<file path="config.mk">
export PLATFORM = sky130hd
export DESIGN_NAME = dbs_regs
export DESIGN_NICKNAME = d
export VERILOG_FILES = /design/src/rtl/dbs_pkg.sv /design/src/rtl/dbs_regs.sv
export SDC_FILE = /design/constraint.sdc
export NUM_CORES = 1
export LEC_CHECK = 0
export ABC_AREA = 1
export ABC_CLOCK_PERIOD_IN_PS = 800
export BUFFER_PORTS_ARGS = -buffer_cell sky130_fd_sc_hd__buf_2
export CAP_MARGIN = 20
export CORE_UTILIZATION = 40
export DETAILED_ROUTE_END_ITERATION = 10
export PLACE_DENSITY = 0.83
export SLEW_MARGIN = 0
export SYNTH_ARGS = -nofsm -noshare
export SYNTH_HDL_FRONTEND = slang
export SYNTH_SLANG_ARGS = --single-unit
</file>
<file path="constraint.sdc">
create_clock -name clk -period 0.8 [get_ports clk]
set_input_delay 0.04 -clock clk [delete_from_list [all_inputs] [get_ports clk]]
set_output_delay 0.04 -clock clk [all_outputs]
set_load 0.02 [all_outputs]
</file>
<file path="src/rtl/dbs_pkg.sv">
// shared types and constants of the depth background subtractor
package dbs_pkg;

  localparam int MAX_PIXELS = 524288;
  localparam int ADDR_W     = (MAX_PIXELS > 1) ? $clog2(MAX_PIXELS) : 1;
  localparam int POS_W      = $clog2(MAX_PIXELS + 1);

  localparam int PIX_W      = 8;
  localparam int THRESH_W   = 9;
  localparam int REFRESH_W  = 16;
  localparam int PADDR_W    = 3;
  localparam int PDATA_W    = 32;

  localparam logic [PIX_W-1:0]     MASK_FG       = 8'hFF;
  localparam logic [PIX_W-1:0]     MASK_BG       = 8'h00;
  localparam logic [THRESH_W-1:0]  THRESH_RESET  = 9'd3;
  localparam logic [REFRESH_W-1:0] REFRESH_RESET = 16'd300;
  localparam logic [REFRESH_W-1:0] COUNT_MAX     = 16'hFFFF;

  // register index, taken from paddr[2]
  localparam logic REG_DIFF_THRESHOLD = 1'b0;
  localparam logic REG_REFRESH_FRAMES = 1'b1;

  typedef struct packed {
    logic [PIX_W-1:0] pixel;
    logic             frame_end;
  } pix_in_t;

  typedef struct packed {
    logic [PIX_W-1:0] mask;
    logic             mask_frame_end;
    logic             overflow;
  } mask_out_t;

  typedef struct packed {
    logic [THRESH_W-1:0]  diff_threshold;
    logic [REFRESH_W-1:0] refresh_frames;
  } cfg_t;

  // per-item tag from the frame sequencer to the mask stage
  typedef struct packed {
    logic [PIX_W-1:0] pixel;
    logic             last;
    logic             overflow;
    logic             capture;
    logic             refresh;
  } tag_t;

endpackage

</file>
<file path="src/rtl/dbs_regs.sv">
// configuration registers behind the apb port
module dbs_regs (
  input  logic                        clk,
  input  logic                        rst,
  input  logic                        psel,
  input  logic                        penable,
  input  logic                        pwrite,
  input  logic [dbs_pkg::PADDR_W-1:0] paddr,
  input  logic [dbs_pkg::PDATA_W-1:0] pwdata,
  output logic [dbs_pkg::PDATA_W-1:0] prdata,
  output logic                        pready,
  output dbs_pkg::cfg_t               cfg
);

  logic wr;
  logic idx;

  assign pready = 1'b1;
  assign wr     = psel && penable && pwrite;
  assign idx    = paddr[2];

  always_ff @(posedge clk) begin
    if (rst) begin
      cfg.diff_threshold <= dbs_pkg::THRESH_RESET;
      cfg.refresh_frames <= dbs_pkg::REFRESH_RESET;
    end else if (wr) begin
      case (idx)
        dbs_pkg::REG_DIFF_THRESHOLD: begin
          cfg.diff_threshold <= pwdata[dbs_pkg::THRESH_W-1:0];
        end
        dbs_pkg::REG_REFRESH_FRAMES: begin
          cfg.refresh_frames <= pwdata[dbs_pkg::REFRESH_W-1:0];
        end
        default: begin
        end
      endcase
    end
  end

  always_comb begin
    case (idx)
      dbs_pkg::REG_DIFF_THRESHOLD: begin
        prdata = {{(dbs_pkg::PDATA_W-dbs_pkg::THRESH_W){1'b0}}, cfg.diff_threshold};
      end
      dbs_pkg::REG_REFRESH_FRAMES: begin
        prdata = {{(dbs_pkg::PDATA_W-dbs_pkg::REFRESH_W){1'b0}}, cfg.refresh_frames};
      end
      default: begin
        prdata = '0;
      end
    endcase
  end

endmodule

</file>
== Word level (Yosys, flattened, before mapping) ==
Index checks and enable logic that the tools add are counted.
Storage, ports and cells
  bits in registers: 25
  latch bits: 0
  bits in writable memories: 0
  bits in read-only memories: 0
  input bits: 40
  word-level logic and storage cells: 8
  memories kept: 0
Operators by class
  add/subtract/negate cells: 0
  multipliers: 0
  divide/modulo/power cells: 0
  $lt $le $gt $ge: 0
  eq/ne operators: 0
  shifts and indexed selects: 0
  mux-type cells: 1
  bitwise logic cells: 1
  reduce and logical (&&, ||, !) cells: 4
Operator list (count)
  $pmux W32 S2: 1
  $reduce_and A2 Y1: 2
  $logic_and A1 B1 Y1: 2
  $not A1 Y1: 1

== Longest topological paths before layout ==
  depth in word-level cells: 3
  mapped depth: 6
  gate-level depth less buffers: 5

== Worst setup path before layout ==
No wires, ideal clock.
  path kind: register to output
  start: register cfg[0] in the netlist's numbering
  end: output prdata[0] in the netlist's numbering
  data arrival time: 673 ps
  data required time: 760 ps
  setup slack: 87 ps
  cell stages (with the launch flop): 3
  buffers on the path: 0
  cell sequence: dfxtp_1 -> nand2_1 -> nand2_1
On the way
  longest elaborated chain between the ends: 1
RTL lines
  start: declaration: line dbs_regs.sv:12  | output dbs_pkg::cfg_t cfg
  $pmux W32 S2: line dbs_regs.sv:41  | case (idx)
  end: declaration: line dbs_regs.sv:10  | output logic [dbs_pkg::PDATA_W-1:0] prdata,
No other way between the ends. The select of a mux whose other input is x is not followed.

== Final worst setup path ==
  start: register cfg[3] in the netlist's numbering
  end: output prdata[3] in the netlist's numbering
The elaborated chain is that of the path after synthesis.

==> metrics.md <==
| Metric | Value |
|---|---|
| Status | `finished, violations left` |
| Failing checks | `negative setup slack` |
| Final min period | `0.972 ns` |
| Vias | `1488` |
| Register area share after synthesis | `37.7%` |
| TritonCTS clock tree | `done` |
| Layout cells sized above 1 | `41.9%` |
| Clk buf depth | `2` |
| Post-synth top area cell | `dfxtp_1` |
| First-pass GRT wire length | `5.32 mm` |
| DIE WIDTH | `59.6 um` |
| Routing usage on met3 | `3.28%` |
| Slew Limit Fails | `0` |
| Power Dens Cells | `1210 mW/mm^2` |
| Gr usage total | `19.6%` |
| Setup crit end kind | `output pin` |
| IO buf count | `62` |
| Synth area leaders | `dfxtp_1 38%, nand2_1 19%, nor2_1 11%, buf_4 10%, nand3_1 9.8%` |
| Gpl congestion | `0.777` |
| CP arrival | `0.93 ns` |
| TritonCTS Buffers | `3` |
| Crit-path max FO | `3` |
| Mapped Area | `0.00133 mm^2` |
| Grt total ovfl | `0` |
| DP Worst Slack | `-0.0730 ns` |
| Final setup violation count | `42` |
| Seq pwr share | `51.0%` |
| Drt wl/cell | `10.2 um` |
| Rows | `20` |
| Clock power frac | `20.6%` |
| RSZ-0062 raised after global routing | `yes` |
| Remaining DRCs | `0` |
| Initial antenna violation count | `0` |
| Initial Util | `42.7%` |
| Max cap viols | `0` |
| Setup CP Type | `reg -> out` |
| Worst setup SP type | `register` |
| Sw Ratio | `30.4%` |
| Most common cell after layout, fill and taps aside | `nand2_1` |
| Top Registers | `cfg (25)` |
| Peak Freq | `1030 MHz` |
| Synth warn | `0` |
| GRT met2 Usage | `35.0%` |
| Vias in the first global route | `1226` |
| Drt first-iter violations | `37` |
| Yosys reg bits | `25` |
| Register name with the most flops | `cfg` |
| Core ar. | `0.00310 mm^2` |
| Met1 Usage GRT | `24.1%` |
| Synthesis-to-finish area growth | `63.9%` |
| Unique masters post-synth | `13` |
| Net Switching | `0.799 mW` |
| Worst Path Required | `0.76 ns` |
| WHS | `0.0425 ns` |
| Die ar. | `0.00355 mm^2` |
| Max reg flops | `25` |
| Routed wire length | `3.47 mm` |
| Final worst slack | `-0.172 ns` |
| TritonRoute pass-1 iters | `4` |
| Top-area cell type share of the netlist area | `37.7%` |
| Int Pwr | `1.83 mW` |
| Gate power share | `28.3%` |
| VDD IR-drop max | `0.000888 V` |
| HPWL after DPL | `2.27 mm` |
| Busiest layer in global routing | `met2` |
| Average size of a mapped cell | `6.20 um^2` |
| Mapped Cells | `214` |
| Ant diodes | `0` |
| Vias per cell | `4.38` |
| Most frequent cells in the layout | `63 x nand2_1, 43 x buf_6, 38 x nor2_1, 25 x nand3_1, 25 x dfxtp_2` |
| Largest net degree at the start of global routing | `26` |
| Clock Pin Slew Worst Setup and Hold Paths | `0.13 ns` |
| Number of I/O pins | `98` |
| Fin Clk Skew | `0 ns` |
| Die Y | `59.6 um` |
| Nets | `337` |
| H-tree Lvls | `1` |
| CTS sink count | `25` |
| Clk_lat worst skew | `0.30 ns` |
| CTS Root Cell | `clkbuf_4` |
| DRT antenna net count | `0` |
| Fin crit share | `122%` |
| Tightest Hold Check Type | `in -> reg` |
| Lkg Pwr | `1.19 nW` |
| Final Hold Vio Count | `0` |
[through the flow]
step           total power, mW  instance area [um^2]  instances  setup TNS [ns]  util [%]
6_report                  2.62                  2170        340           -3.83      70.0
5_1_grt                   2.79                  2170        340           -6.11      70.0
4_1_cts                   2.58                  2030        333           -3.49      65.4
3_5_place_dp              1.93                  1700        321          -0.522      54.9
3_3_place_gp              1.93                  1700        321          -0.317      54.9
2_1_floorplan             1.78                  1380        229               0         -
[area by class of cell]
cell class | instances | area, um^2
Timing Repair Buffer | 89 | 830
Fill cell | 273 | 930
Sequential cell | 25 | 532
Tap cell | 44 | 55.1
Multi-Input combinational cell | 152 | 633
Inverter | 26 | 97.6
Clock buffer | 4 | 26.3
[power by group through the flow]
stage                     combinational [mW]  sequential (mW)  clock (mW)
after floorplan                        0.377             1.40           0
after global placement                 0.578             1.35           0
after detailed placement               0.583             1.35           0
after CTS                              0.692             1.33       0.554
after global routing                   0.810             1.35       0.629
final                                  0.744             1.34       0.541
[synthesized netlist by cell type]
cell type  instances
nand2_1           68
nor2_2             1
clkbuf_1           2
buf_2              5
nor2_4             1
nand3_1           26
inv_2              2
conb_1             2
nor2_1            39
buf_4             18
buf_1              1
dfxtp_1           25
inv_1             24
[critical path, cell delays in order (launching register included)]
cell and delay [ns]:
dfxtp_2 0.38, nand2_1 0.06, nand2_1 0.07, buf_6 0.12
[layer usage]
metal | up-vias | wire, um
met5 | - | 0
met4 | 0 | 22
met2 | 56 | 1820
met1 | 663 | 1460
li1 | 765 | -
met3 | 4 | 162
[final timing paths]
kind / startpoint / to / slack (ns) / cells after the start
hold reg to reg: cfg[2] / cfg[2] / 0.49 / 2
setup reg to reg: cfg[8] / cfg[8] / -0.02 / 4
hold / removal: pwdata[11] / cfg[11] / 0.04 / 5
setup / recovery: cfg[3] / prdata[3] / -0.17 / 3
[cells by family after synthesis]
logic type             share of synthesized area (%)
and+or+nand+nor                                 41.4
buffers and inverters                           20.3
DFF                                             37.7
other                                          0.566
[what timing repair did]
| action | CTS | global route |
|---|---|---|
| setup endpoints to repair | 41 | 41 |
| hold buffers | 6 | 0 |
| pin swaps | 9 | 8 |
| buffers inserted | 2 | 7 |
| gates resized for setup | 89 | 29 |
| hold endpoints to repair | 6 | 0 |
No activity file was read; power rests on OpenSTA's default activity.
