**config.mk**
```make
export PLATFORM = sky130hd
export DESIGN_NAME = dbs_mask_stage
export DESIGN_NICKNAME = d
export VERILOG_FILES = /design/src/rtl/dbs_pkg.sv /design/src/rtl/dbs_mask_stage.sv
export SDC_FILE = /design/constraint.sdc
export NUM_CORES = 1
export LEC_CHECK = 0
export BUFFER_PORTS_ARGS = -buffer_cell sky130_fd_sc_hd__clkbuf_2
export CORE_UTILIZATION = 55
export CTS_CLUSTER_SIZE = 40
export DETAILED_ROUTE_END_ITERATION = 8
export PLACE_DENSITY = 0.92
export SLEW_MARGIN = 25
export SYNTH_ARGS = -nofsm -noshare
export SYNTH_HDL_FRONTEND = slang
export SYNTH_SLANG_ARGS = --single-unit
```
**constraint.sdc**
```tcl
create_clock -name clk -period 6.42 [get_ports clk]
set_clock_uncertainty 0.05 [all_clocks]
set_input_delay 0.963 -clock clk [delete_from_list [all_inputs] [get_ports clk]]
set_output_delay 0.963 -clock clk [all_outputs]
set_load 0.05 [all_outputs]
```
**src/rtl/dbs_pkg.sv**
```systemverilog
// shared types and constants of the depth background subtractor
package dbs_pkg;

  localparam int MAX_PIXELS = 524288;
  localparam int ADDR_W     = (MAX_PIXELS > 1) ? $clog2(MAX_PIXELS) : 1;
  localparam int POS_W      = $clog2(MAX_PIXELS + 1);

  localparam int PIX_W      = 8;
  localparam int THRESH_W   = 9;
  localparam int REFRESH_W  = 16;
  localparam int PADDR_W    = 3;
  localparam int PDATA_W    = 32;

  localparam logic [PIX_W-1:0]     MASK_FG       = 8'hFF;
  localparam logic [PIX_W-1:0]     MASK_BG       = 8'h00;
  localparam logic [THRESH_W-1:0]  THRESH_RESET  = 9'd3;
  localparam logic [REFRESH_W-1:0] REFRESH_RESET = 16'd300;
  localparam logic [REFRESH_W-1:0] COUNT_MAX     = 16'hFFFF;

  // register index, taken from paddr[2]
  localparam logic REG_DIFF_THRESHOLD = 1'b0;
  localparam logic REG_REFRESH_FRAMES = 1'b1;

  typedef struct packed {
    logic [PIX_W-1:0] pixel;
    logic             frame_end;
  } pix_in_t;

  typedef struct packed {
    logic [PIX_W-1:0] mask;
    logic             mask_frame_end;
    logic             overflow;
  } mask_out_t;

  typedef struct packed {
    logic [THRESH_W-1:0]  diff_threshold;
    logic [REFRESH_W-1:0] refresh_frames;
  } cfg_t;

  // per-item tag from the frame sequencer to the mask stage
  typedef struct packed {
    logic [PIX_W-1:0] pixel;
    logic             last;
    logic             overflow;
    logic             capture;
    logic             refresh;
  } tag_t;

endpackage

```
**src/rtl/dbs_mask_stage.sv**
```systemverilog
// compare stage and output register
module dbs_mask_stage (
  input  logic                         clk,
  input  logic                         rst,
  input  logic                         accept,
  input  dbs_pkg::tag_t                tag_in,
  input  logic [dbs_pkg::PIX_W-1:0]    bg,
  input  logic [dbs_pkg::THRESH_W-1:0] diff_threshold,
  output logic                         stall,
  output logic                         res_valid,
  input  logic                         res_stall,
  output dbs_pkg::mask_out_t           res
);

  logic                       s1_valid;
  dbs_pkg::tag_t              s1;
  logic                       adv;
  logic [dbs_pkg::PIX_W-1:0]  diff;
  logic                       hit;
  dbs_pkg::mask_out_t         res_next;

  assign adv   = !res_valid || !res_stall;
  assign stall = s1_valid && !adv;

  assign diff = (s1.pixel >= bg) ? (s1.pixel - bg) : (bg - s1.pixel);

  always_comb begin
    if (s1.overflow || s1.capture) begin
      hit = 1'b0;
    end else if (s1.refresh) begin
      // pixel compared with itself
      hit = (diff_threshold == '0);
    end else begin
      hit = {1'b0, diff} >= diff_threshold;
    end
    res_next.mask           = hit ? dbs_pkg::MASK_FG : dbs_pkg::MASK_BG;
    res_next.mask_frame_end = s1.last;
    res_next.overflow       = s1.overflow;
  end

  always_ff @(posedge clk) begin
    if (rst) begin
      s1_valid  <= 1'b0;
      res_valid <= 1'b0;
    end else begin
      if (adv) begin
        res_valid <= s1_valid;
      end
      if (accept) begin
        s1_valid <= 1'b1;
      end else if (adv) begin
        s1_valid <= 1'b0;
      end
    end
  end

  always_ff @(posedge clk) begin
    if (accept) begin
      s1 <= tag_in;
    end
    if (adv && s1_valid) begin
      res <= res_next;
    end
  end

endmodule

```
Word level (Yosys, flattened, before mapping)
Cells that the tools add are included.
{"block": "classes", "addsub": 2, "n_lt_le_gt_ge": 2, "mux": 6, "n_reduce_logical": 9}
{"op": "$mux W8", "count": 2}
{"op": "$sub A8 B8 Y8", "count": 2}
{"op": "$ge A8 B9 Y1", "count": 1}
{"op": "$logic_not A9 Y1", "count": 1}
{"op": "$ge A8 B8 Y1", "count": 1}
{"op": "$mux W1", "count": 4}
{"op": "$logic_not A1 Y1", "count": 3}
{"op": "$logic_and A1 B1 Y1", "count": 2}
{"op": "$logic_or A1 B1 Y1", "count": 2}
{"op": "$reduce_bool A2 Y1", "count": 1}
{"block": "totals", "regBits": 24, "input_bits": 33, "output_inout_bits": 12, "elab_cells": 29}

Depth between registers and ports, before layout
{"block": "depth", "ltp_word": 6, "depth_mapped": 14}

Worst setup path before layout
Ideal clock, no wire load.
{"block": "synth_path", "kind": "input port to flip-flop", "startpoint": "input bg[0] (netlist name)", "endpoint": "register res[8] (netlist name) (data pin)", "setup_time_ns": 0.264, "t_arrival_ns": 3.522, "required_time_ns": 6.106, "path_slack_ns": 2.584, "path_stages": 13, "cell_sequence": "ha_1 -> inv_1 -> fa_1 -> a21o_2 -> a21oi_1 -> o311a_1 -> buf_6 -> mux2_2 -> ha_1 -> a21o_1 -> a211oi_1 -> nor3_1 -> o41a_1"}
{"block": "synth_via", "elab_chain_len": 6}
{"item": "start: declaration", "line_no": "dbs_mask_stage.sv:7", "text": "input logic [dbs_pkg::PIX_W-1:0] bg,"}
{"item": "$sub A8 B8 Y8 / $ge A8 B8 Y1 (equally long branches)", "line_no": "dbs_mask_stage.sv:25", "text": "assign diff = (s1.pixel >= bg) ? (s1.pixel - bg) : (bg - s1.pixel);"}
{"item": "$mux W8 (*)", "line_no": "dbs_mask_stage.sv:25"}
{"item": "$ge A8 B9 Y1 (*)", "line_no": "dbs_mask_stage.sv:34", "text": "hit = {1'b0, diff} >= diff_threshold;"}
{"item": "$mux W1 (*)", "line_no": "dbs_mask_stage.sv:30", "text": "end else if (s1.refresh) begin"}
{"item": "$mux W1 (*)", "line_no": "dbs_mask_stage.sv:28", "text": "if (s1.overflow || s1.capture) begin"}
{"item": "$mux W8 (*)", "line_no": "dbs_mask_stage.sv:36", "text": "res_next.mask = hit ? dbs_pkg::MASK_FG : dbs_pkg::MASK_BG;"}
{"item": "end signal: assignment", "line_no": "dbs_mask_stage.sv:62", "text": "res <= res_next;"}
{"item": "end: declaration", "line_no": "dbs_mask_stage.sv:12", "text": "output dbs_pkg::mask_out_t res"}
Every way passes the cells marked *; elsewhere a longest branch is shown, timed or not.
A chain may end at the register's enable or synchronous reset.

Worst setup path after layout
Same ends and word-level chain as after synthesis.

==> results.sh <==
export IMPL_reg2reg_depth=13
export IMPL_io_buffers=44
export IMPL_dr_first_iter_drc_count=18
export IMPL_fin_crit_sh=0.619
export IMPL_htreeDepth=1
export IMPL_synth_seq_cells=17
export IMPL_vias_per_cell=5.48
export IMPL_firstDrtPassIters=4
export IMPL_dpl_cell_count=206
export IMPL_report_final_slew_viol_count=0
export IMPL_numClockSinks=17
export IMPL_final_common_cell="clkbuf_2"
export IMPL_fmax_ghz=0.252
export IMPL_postCtsSetupBuffers=0
export IMPL_core_area_um2=2500
export IMPL_antenna_found_initial=0
export IMPL_crit_chain="clkbuf_2 > ha_1 > inv_1 > fa_1 > a21o_2 > a21oi_1 > o311a_1 > mux2_2 > ha_1 > a21o_1 > a211oi_1 > nor3_1 > o41a_1"
export IMPL_ioPinCount=45
export IMPL_drive_above_1_share=0.294
export IMPL_area_growth_pct=12.3
export IMPL_criticalPathCategory="input port to register"
export IMPL_synth_avg_cell_area_um2=10.1
export IMPL_place_area_um2=1610
export IMPL_synth_warnings=0
export IMPL_holdCritPathClass="register to register"
export IMPL_path_clk_slew_ns=0.11
export IMPL_min_period_ns=3.97
export IMPL_slew_headroom=0.599
export IMPL_grt_pass1_vias=1103
export IMPL_most_common_layout_cells="clkbuf_2, inv_1, ha_1"
export IMPL_required_ns=6.42
export IMPL_fin_cells=210
export IMPL_routedWlPerCell_um=14.0
export IMPL_finalPower_mw=0.330
export IMPL_synth_cell_types=32
export IMPL_grt_use_total=0.227
export IMPL_grt_pass1_wl_um=4510
export IMPL_cts_resized=0
export IMPL_cts_buffers=3
export IMPL_slowest_delay_ns=0.46
export IMPL_insertion_delay_ns=0.30
export IMPL_path_max_fanout=7
export IMPL_drtAntennaViolNets=0
export IMPL_synthCells=144
export IMPL_syn_nets=202
export IMPL_place_ws_ns=2.15
export IMPL_finalSetupTns_ns=0
export IMPL_status="completed"
export IMPL_drcViolationCount=0
export IMPL_dieArea_um2=2870
export IMPL_nets=239
export IMPL_fin_util=0.657
export IMPL_cts_buffer_depth=2
export IMPL_gp_congestion=0.821
export IMPL_cp_common_cell="ha_1"
export IMPL_holdBufCountCts=0
export IMPL_pwr_density_cell_nw_per_um2=201
export IMPL_fin_ws_ns=2.45
export IMPL_peakVddDrop_v=0.000155
export IMPL_setup_violations=0
export IMPL_p_leak_nw=0.874
export IMPL_synth_seq_area_share=0.336
export IMPL_tightest_slew_ns=0.597
export IMPL_fin_hold_ws_ns=0.389
export IMPL_via_count=1150
export IMPL_worst_r2r_setup_slack_ns=2.68
export IMPL_start_util=0.585
export IMPL_n_antenna_cell=0
export IMPL_startpoint_type="input port"
export IMPL_hpwl_um=2550
export IMPL_whs_path_depth=0
export IMPL_cts_tree="yes"
export IMPL_syn_cell_area_um2=1460
export IMPL_grt_max_degree=14
export IMPL_cap_violations=0
export IMPL_crit_path_end_kind="register"
export IMPL_rows=18
export IMPL_worstPathArrival_ns=3.97
export IMPL_grt_setup_unrepaired="no"
export IMPL_cp_slowest_cell="o311a_1"
export IMPL_die_height_um=53.5
export IMPL_die_w_um=53.5
export IMPL_cts_root_buffer="clkbuf_4"
export IMPL_finish_instance_area_um2=1640
export IMPL_finalHoldViolations=0
export IMPL_drt_wl_total_um=2940
export IMPL_gr_total_overflow=0
worst paths after layout:
check	startpoint	end
setup / recovery	bg[0]	res[8]
hold / removal	res_next[1]	res[1]
setup reg to reg	s1[4]	res[8]
hold reg to reg	res_next[1]	res[1]
logic make-up after synthesis:
logic type / share of synthesized area
flops: 0.336
buf+inv: 0.136
xor+xnor: 0.0360
mux: 0.0488
simple gates: 0.0719
compound gates: 0.147
fa+ha+maj: 0.224
routing by layer:
| layer | GRT usage | part of all wire | vias to the layer above |
|---|---|---|---|
| met4 | 0.114 | 0.018 | 0 |
| met1 | 0.243 | 0.40 | 530 |
| li1 | - | - | 574 |
| met5 | 0 | 0 | - |
| met2 | 0.431 | 0.53 | 40 |
| met3 | 0.0282 | 0.051 | 6 |
final cells by class:
class	instances	area, µm²
timing repair buffer	44	220
sequential	17	490
multi-input combinational	90	772
inverter	25	93.8
fill	208	858
clock buffer	3	22.5
clock inverter	1	5.00
tap	30	37.5
Yosys cell counts:
cell / count / area [µm²]
inv_1: 25 / 93.8
ha_1: 23 / 288
edfxtp_1: 15 / 450
a21oi_1: 12 / 60.1
buf_4: 9 / 67.6
mux2i_1: 6 / 60.1
a21o_2: 4 / 35.0
nand2_1: 4 / 15.0
nand4_1: 4 / 25.0
nor2_1: 4 / 15.0
a211oi_1: 3 / 22.5
a21o_1: 3 / 22.5
o21ai_0: 3 / 15.0
xnor2_1: 3 / 26.3
xor2_1: 3 / 26.3
a31oi_1: 2 / 12.5
buf_6: 2 / 22.5
dfxtp_1: 2 / 40.0
fa_1: 2 / 40.0
nand3b_1: 2 / 15.0
nor3_1: 2 / 10.0
a2111oi_0: 1 / 8.76
a21boi_0: 1 / 7.51
a41o_1: 1 / 10.0
and3_1: 1 / 6.26
buf_8: 1 / 15.0
mux2_2: 1 / 11.3
nand2b_1: 1 / 6.26
nor4_1: 1 / 6.26
o311a_1: 1 / 10.0
o41a_1: 1 / 11.3
or2_1: 1 / 6.26
worst max-delay path: cells and delay by family:
kind / cells / cell delay, ns
fa+ha+maj: 3 / 0.80
simple gates: 1 / 0.08
buf+inv: 2 / 0.14
compound gates: 6 / 1.58
mux: 1 / 0.39
flip-flops by register name (all words and copies together) (netlist names):
name,flops
res,3
res_next,2
res_valid,1
s1,10
s1_valid,1
report_power, final:
part	total [mW]	internal, mW	leakage, nW	switching [mW]
combinational	0.137	0.0586	0.694	0.0785
sequential	0.134	0.129	0.162	0.00501
clock	0.0584	0.0232	0.0177	0.0352
total	0.330	0.211	0.874	0.119
Note: power is estimated with default switching activity, not from simulation.
