==> src/rtl/dbs_pkg.sv <==
// shared types and constants of the depth background subtractor
package dbs_pkg;

  localparam int MAX_PIXELS = 524288;
  localparam int ADDR_W     = (MAX_PIXELS > 1) ? $clog2(MAX_PIXELS) : 1;
  localparam int POS_W      = $clog2(MAX_PIXELS + 1);

  localparam int PIX_W      = 8;
  localparam int THRESH_W   = 9;
  localparam int REFRESH_W  = 16;
  localparam int PADDR_W    = 3;
  localparam int PDATA_W    = 32;

  localparam logic [PIX_W-1:0]     MASK_FG       = 8'hFF;
  localparam logic [PIX_W-1:0]     MASK_BG       = 8'h00;
  localparam logic [THRESH_W-1:0]  THRESH_RESET  = 9'd3;
  localparam logic [REFRESH_W-1:0] REFRESH_RESET = 16'd300;
  localparam logic [REFRESH_W-1:0] COUNT_MAX     = 16'hFFFF;

  // register index, taken from paddr[2]
  localparam logic REG_DIFF_THRESHOLD = 1'b0;
  localparam logic REG_REFRESH_FRAMES = 1'b1;

  typedef struct packed {
    logic [PIX_W-1:0] pixel;
    logic             frame_end;
  } pix_in_t;

  typedef struct packed {
    logic [PIX_W-1:0] mask;
    logic             mask_frame_end;
    logic             overflow;
  } mask_out_t;

  typedef struct packed {
    logic [THRESH_W-1:0]  diff_threshold;
    logic [REFRESH_W-1:0] refresh_frames;
  } cfg_t;

  // per-item tag from the frame sequencer to the mask stage
  typedef struct packed {
    logic [PIX_W-1:0] pixel;
    logic             last;
    logic             overflow;
    logic             capture;
    logic             refresh;
  } tag_t;

endpackage

==> src/rtl/dbs_frame_ctrl.sv <==
// frame sequencer: pixel position, capture and refresh decisions, store access
module dbs_frame_ctrl (
  input  logic                       clk,
  input  logic                       rst,
  input  logic                       accept,
  input  dbs_pkg::pix_in_t           pix,
  input  logic [dbs_pkg::REFRESH_W-1:0] refresh_frames,
  output logic                       mem_we,
  output logic                       mem_re,
  output logic [dbs_pkg::ADDR_W-1:0] mem_addr,
  output logic [dbs_pkg::PIX_W-1:0]  mem_wdata,
  output dbs_pkg::tag_t              tag
);

  logic                          bg_valid;
  logic                          pending;
  logic [dbs_pkg::REFRESH_W-1:0] frames;
  logic [dbs_pkg::POS_W-1:0]     pos;
  logic                          refreshing;

  logic                          capture;
  logic                          start;
  logic                          ovf;
  logic [dbs_pkg::REFRESH_W-1:0] frames_inc;
  logic                          refresh_hit;
  logic                          refresh_now;

  assign capture     = !bg_valid;
  assign start       = !capture && (pos == '0);
  assign ovf         = pos >= dbs_pkg::POS_W'(dbs_pkg::MAX_PIXELS);
  assign frames_inc  = (frames == dbs_pkg::COUNT_MAX) ? frames
                                                      : frames + dbs_pkg::REFRESH_W'(1);
  assign refresh_hit = start && !pending && (frames_inc > refresh_frames);
  assign refresh_now = refreshing || refresh_hit;

  assign mem_addr  = pos[dbs_pkg::ADDR_W-1:0];
  assign mem_wdata = pix.pixel;
  assign mem_we    = accept && !ovf && (capture || refresh_now);
  assign mem_re    = accept;

  assign tag.pixel    = pix.pixel;
  assign tag.last     = pix.frame_end;
  assign tag.overflow = ovf;
  assign tag.capture  = capture;
  assign tag.refresh  = refresh_now;

  always_ff @(posedge clk) begin
    if (rst) begin
      bg_valid   <= 1'b0;
      pending    <= 1'b1;
      frames     <= '0;
      pos        <= '0;
      refreshing <= 1'b0;
    end else if (accept) begin
      if (start) begin
        if (pending) begin
          pending <= 1'b0;
          frames  <= '0;
        end else if (refresh_hit) begin
          frames <= '0;
        end else begin
          frames <= frames_inc;
        end
      end
      if (pix.frame_end) begin
        pos        <= '0;
        refreshing <= 1'b0;
        if (capture) begin
          bg_valid <= 1'b1;
        end
      end else begin
        if (refresh_hit) begin
          refreshing <= 1'b1;
        end
        if (!ovf) begin
          pos <= pos + dbs_pkg::POS_W'(1);
        end
      end
    end
  end

endmodule

==> config.mk <==
export PLATFORM = sky130hd
export DESIGN_NAME = dbs_frame_ctrl
export DESIGN_NICKNAME = d
export VERILOG_FILES = /design/src/rtl/dbs_pkg.sv /design/src/rtl/dbs_frame_ctrl.sv
export SDC_FILE = /design/constraint.sdc
export NUM_CORES = 1
export LEC_CHECK = 0
export BUFFER_PORTS_ARGS = -buffer_cell sky130_fd_sc_hd__buf_2
export CORE_UTILIZATION = 59
export DETAILED_ROUTE_END_ITERATION = 8
export GPL_TIMING_DRIVEN = 0
export PLACE_DENSITY = 0.91
export SYNTH_ARGS = -nofsm -noshare
export SYNTH_HDL_FRONTEND = slang
export SYNTH_SLANG_ARGS = --single-unit
==> constraint.sdc <==
create_clock -name clk -period 11.6 [get_ports clk]
set_input_delay 2.9 -clock clk [delete_from_list [all_inputs] [get_ports clk]]
set_output_delay 2.9 -clock clk [all_outputs]
set_load 0.02 [all_outputs]
# Word-level counts from Yosys, hierarchy flattened
# Index checks and enable logic that the tools add are counted.
# totals
ff_bits,39
input_bits,28
output_inout_bits,41
wordCells,34
# classes
add_sub_neg,2
order_cmp,2
eq_ne,2
mux,7
reduce_logical,16
# op_table
cell,count
2-to-1 mux 16 bit,3
2-to-1 mux 20 bit,2
adder 20 x 1 -> 20 bit (second input constant),1
>= comparator 20 bit (second input constant),1
logical NOT 20 bit,1
adder 16 x 1 -> 16 bit (second input constant),1
equality test 16 bit (second input constant),1
> comparator 16 bit,1
AND reduction 2 bit,4
logical AND 1 bit,5
logical NOT 1 bit,3
logical OR 1 bit,2
2-to-1 mux 1 bit,2
inequality test 2 bit (second input constant),1
nonzero test 2 bit,1

# Logic depth before layout (Yosys ltp)
# logic_depth
depth_word,7
mapped_depth,15
mapped_depth_nobuf,13

# Worst setup path before layout
# Ideal clock, no wire load.
# synth_timing
kind,input port to output port
startpoint,input port refresh_frames[15] (netlist name)
endpoint,output port mem_we
t_arrival_ns,4.805
required_time_ns,8.700
slack_ns,3.895
path_stages,7
cell_sequence,inv_1 ha_1 nand4_2 or4_4 o311a_4 a31o_2 o21ba_2
# synth_via
elab_chain_len,5
# synth_rtl
element,line_no,rtl
start: declaration,dbs_frame_ctrl.sv:7,"input logic [dbs_pkg::REFRESH_W-1:0] refresh_frames,"
> comparator 16 bit,dbs_frame_ctrl.sv:33,assign refresh_hit = start && !pending && (frames_inc > refresh_frames);
logical AND 1 bit,dbs_frame_ctrl.sv:33,
logical OR 1 bit,dbs_frame_ctrl.sv:34,assign refresh_now = refreshing || refresh_hit;
via refresh_now,dbs_frame_ctrl.sv:26,logic refresh_now;
logical OR 1 bit,dbs_frame_ctrl.sv:38,assign mem_we = accept && !ovf && (capture || refresh_now);
logical AND 1 bit,dbs_frame_ctrl.sv:38,
end: declaration,dbs_frame_ctrl.sv:8,"output logic mem_we,"
# The timed path passes the listed nets, and every way through them passes these cells.

# Final worst setup path
# Same ends and word-level chain as after synthesis.

==> results.cfg <==
[pwr]
finalPower_uw = 299
p_per_area_nw_per_um2 = 87.2
p_leak_uw = 0.00154
peakVddDrop_uv = 69.0

[timing]
period_share_pct = 69.0
fin_setup_tns_ps = 0
slew_violations = 0
relSlewSlack_pct = 50.4
skew_ps = 11.8
fmax_ghz = 0.125
period_needed_ps = 8000
rsz0062_at_grt = no
hold_violations = 0
final-setup-viol-count = 0
worst_pin_slew_ps = 738

[yosys]
synthArstFlopShare_pct = 0
synthTopCellsByArea = dfxtp_1 27%, buf_4 11%, ha_1 8.1%
synth_edf_count = 0
synth_area_per_cell_sq_um = 8.02
syn_inst = 365
synth_area_sq_um = 2930
ys_types = 50
ys_ff_latch = 39
ys_seq_area_share_pct = 26.7
yosysWarnings = 0
synth_nets = 412
yosysTopAreaCell = dfxtp_1
synth-main-ff-cell = dfxtp_1
synth_top_area_share_pct = 26.7

[die]
fp.dieW_um = 72.4
num_rows = 25
dieArea_sq_um = 5250
start_util_pct = 61.6
core_area_sq_um = 4750
ios = 69
dieHeight_um = 72.4

[cells_and_area]
layout.nets = 478
final_area_sq_um = 3430
antenna_cells = 0
areaGrowthSynthToFinish_pct = 17.1
fill_cells = 372
drive_above_1_share_pct = 33.3

[drt]
drc = 0
wl_per_cell_um = 12.8
routed_wl_mm = 6.38
drt_iter0_markers = 166
antenna_left = 0
dr.pass1.iters = 4
via_count = 2659
routed_via_density = 5.33

[global_routing]
grt-ovfl-total = 0
grt_max_degree = 14
grt_usage_pct = 24.8
antenna_found_initial = 0
first_global_vias = 2348
grt_pass1_wl_mm = 10.2

[setup_path]
reg2regPathDepth = 14
cp_common_cell = buf_2
start_kind = input port
reg2reg_from = frames[2]$_SDFFE_PP0P_
crit_chain = buf_2, inv_1, ha_1, nand4_2, or4_4, o311a_4, a31o_2, o21ba_2, buf_2
path_max_fanout = 4
endpoint = mem_we
slowest_delay_ps = 590
crit_required_ps = 8700
worst_ep_arrival_time_ps = 5100
cp_top_family = compound AO/OA/AOI/OAI gates
r2r-end = frames[3]$_SDFFE_PP0P_
cp-startpoint = refresh_frames[15]
setup.worst_path.end_class = primary output
r2r_slack_ps = 7370
critPathKind = in -> out
crit_path_top_delay_cell = or4_4
crit_cells = 9
worst-path-buf-inv = 3

[cts]
cts_setup_buffers = 0
clk_pin_slew_worst_paths_ps = 80
cts_tree = yes
clkSinkCount = 39
htreeDepth = 2
root_buffer = clkbuf_8
clk_latency_ps = 300
postCtsHoldBufs = 0
clock_path_buffers = 2
cts_buffers = 5
cts_resized = 0

[place]
gp_congestion = 0.881
dp_hpwl_mm = 4.87
port_buffers = 59
placed_cell_area_sq_um = 3310

[status]
status = completed

[worst_hold_path]
hp-class = reg -> reg

[job]
drv_cap = 0
==> report_power, final <==
part / switching, uW / internal (uW)
clock: 52.3 / 70.8
sequential: 1.06 / 135
combinational: 22.8 / 17.2
==> state kept, by name, summed over array words and instances, names as in the netlist <==
name,cells
refreshing,1
pos,20
frames,16
bg_valid,1
pending,1
==> cell usage after synthesis (6+ instances only) <==
library cell / instances
nand4_1: 8
and3_1: 6
xor2_1: 14
nor3_1: 8
nand3_2: 8
a21oi_2: 9
nand2_1: 34
ha_1: 19
xnor2_1: 8
clkbuf_1: 8
buf_4: 43
a21oi_1: 22
nand3_1: 17
nor2_1: 34
dfxtp_1: 39
inv_1: 23
==> cells in the final DEF, fill, tap and decap left out, drive strengths merged, types with 2 or more instances in the layout <==
master	netlist	final
buf	45	104
dfxtp	39	39
nand2	36	36
nor2	34	34
a21oi	31	31
nand3	25	25
inv	23	24
ha	19	19
clkbuf	10	16
xor2	14	14
nand4	9	9
nor3	8	8
xnor2	8	8
and3	6	6
o21ai	6	6
and4	5	5
nor4	5	5
nor2b	5	5
nand2b	4	4
a41oi	4	4
a31oi	4	4
o21a	2	2
mux2	2	2
and2	2	2
or3	2	2
a21o	2	2
or4	2	2
nor4b	2	2
==> logic make-up after synthesis <==
logic type,after synthesis,synth area share (%)
AND/OR/NAND/NOR,147,27.1
buffers and inverters,78,16.2
AO/OA/AOI/OAI,58,14.5
flip-flops,39,26.7
XOR/XNOR,22,6.58
adder cells (fa/ha/maj),19,8.12
multiplexers,2,0.770
==> stage by stage <==
stage | hold slack, ps | std cells | setup WS [ps] | util, %
global placement | 453 | 491 | 3630 | 69.5
detailed placement | 481 | 491 | 3610 | 69.5
finish | 497 | 499 | 3600 | 72.1
global route | 521 | 499 | 3520 | 72.1
CTS | 500 | 499 | 3610 | 72.1
floorplan | 437 | 365 | 3890 | -
==> routing by layer <==
layer  wire [um]  track usage, %
met5           0               0
met2        3230            44.4
met4          76            8.06
met3         293            3.33
met1        2780            30.6
==> final cells by class <==
| cell class | count | area, sq um | share of cell area [%] |
|---|---|---|---|
| Inverter | 23 | 86.3 | 2.52 |
| Timing Repair Buffer | 59 | 295 | 8.62 |
| Sequential cell | 39 | 781 | 22.8 |
| Buffer | 55 | 388 | 11.3 |
| Multi-Input combinational cell | 248 | 1670 | 48.8 |
| Tap cell | 67 | 83.8 | 2.45 |
| Clock inverter | 2 | 38.8 | 1.13 |
| Clock buffer | 6 | 82.6 | 2.41 |
==> how the worst min path moves through the flow <==
stage                                    endpoint  depth (start not counted)                     from
after floorplan             bg_valid$_SDFFE_PP0P_                          2    bg_valid$_SDFFE_PP0P_
after global placement      bg_valid$_SDFFE_PP0P_                          2    bg_valid$_SDFFE_PP0P_
after detailed placement  refreshing$_SDFFE_PP0P_                          2  refreshing$_SDFFE_PP0P_
after CTS                 refreshing$_SDFFE_PP0P_                          2  refreshing$_SDFFE_PP0P_
after global routing      refreshing$_SDFFE_PP0P_                          2  refreshing$_SDFFE_PP0P_
final                     refreshing$_SDFFE_PP0P_                          2  refreshing$_SDFFE_PP0P_
==> worst register-to-register path: stages (launching register included) <==
cell and delay, ps:
dfxtp_1 310, clkbuf_1 250, nand3_1 170, nor3_1 340
and3_1 260, and4_1 210, mux2_2 360, ha_1 330
nand4_2 160, or4_4 590, o311a_4 430, o32ai_4 300
buf_8 230, nand3_2 90, a21oi_2 140
Power figures use the tool's default switching activity.
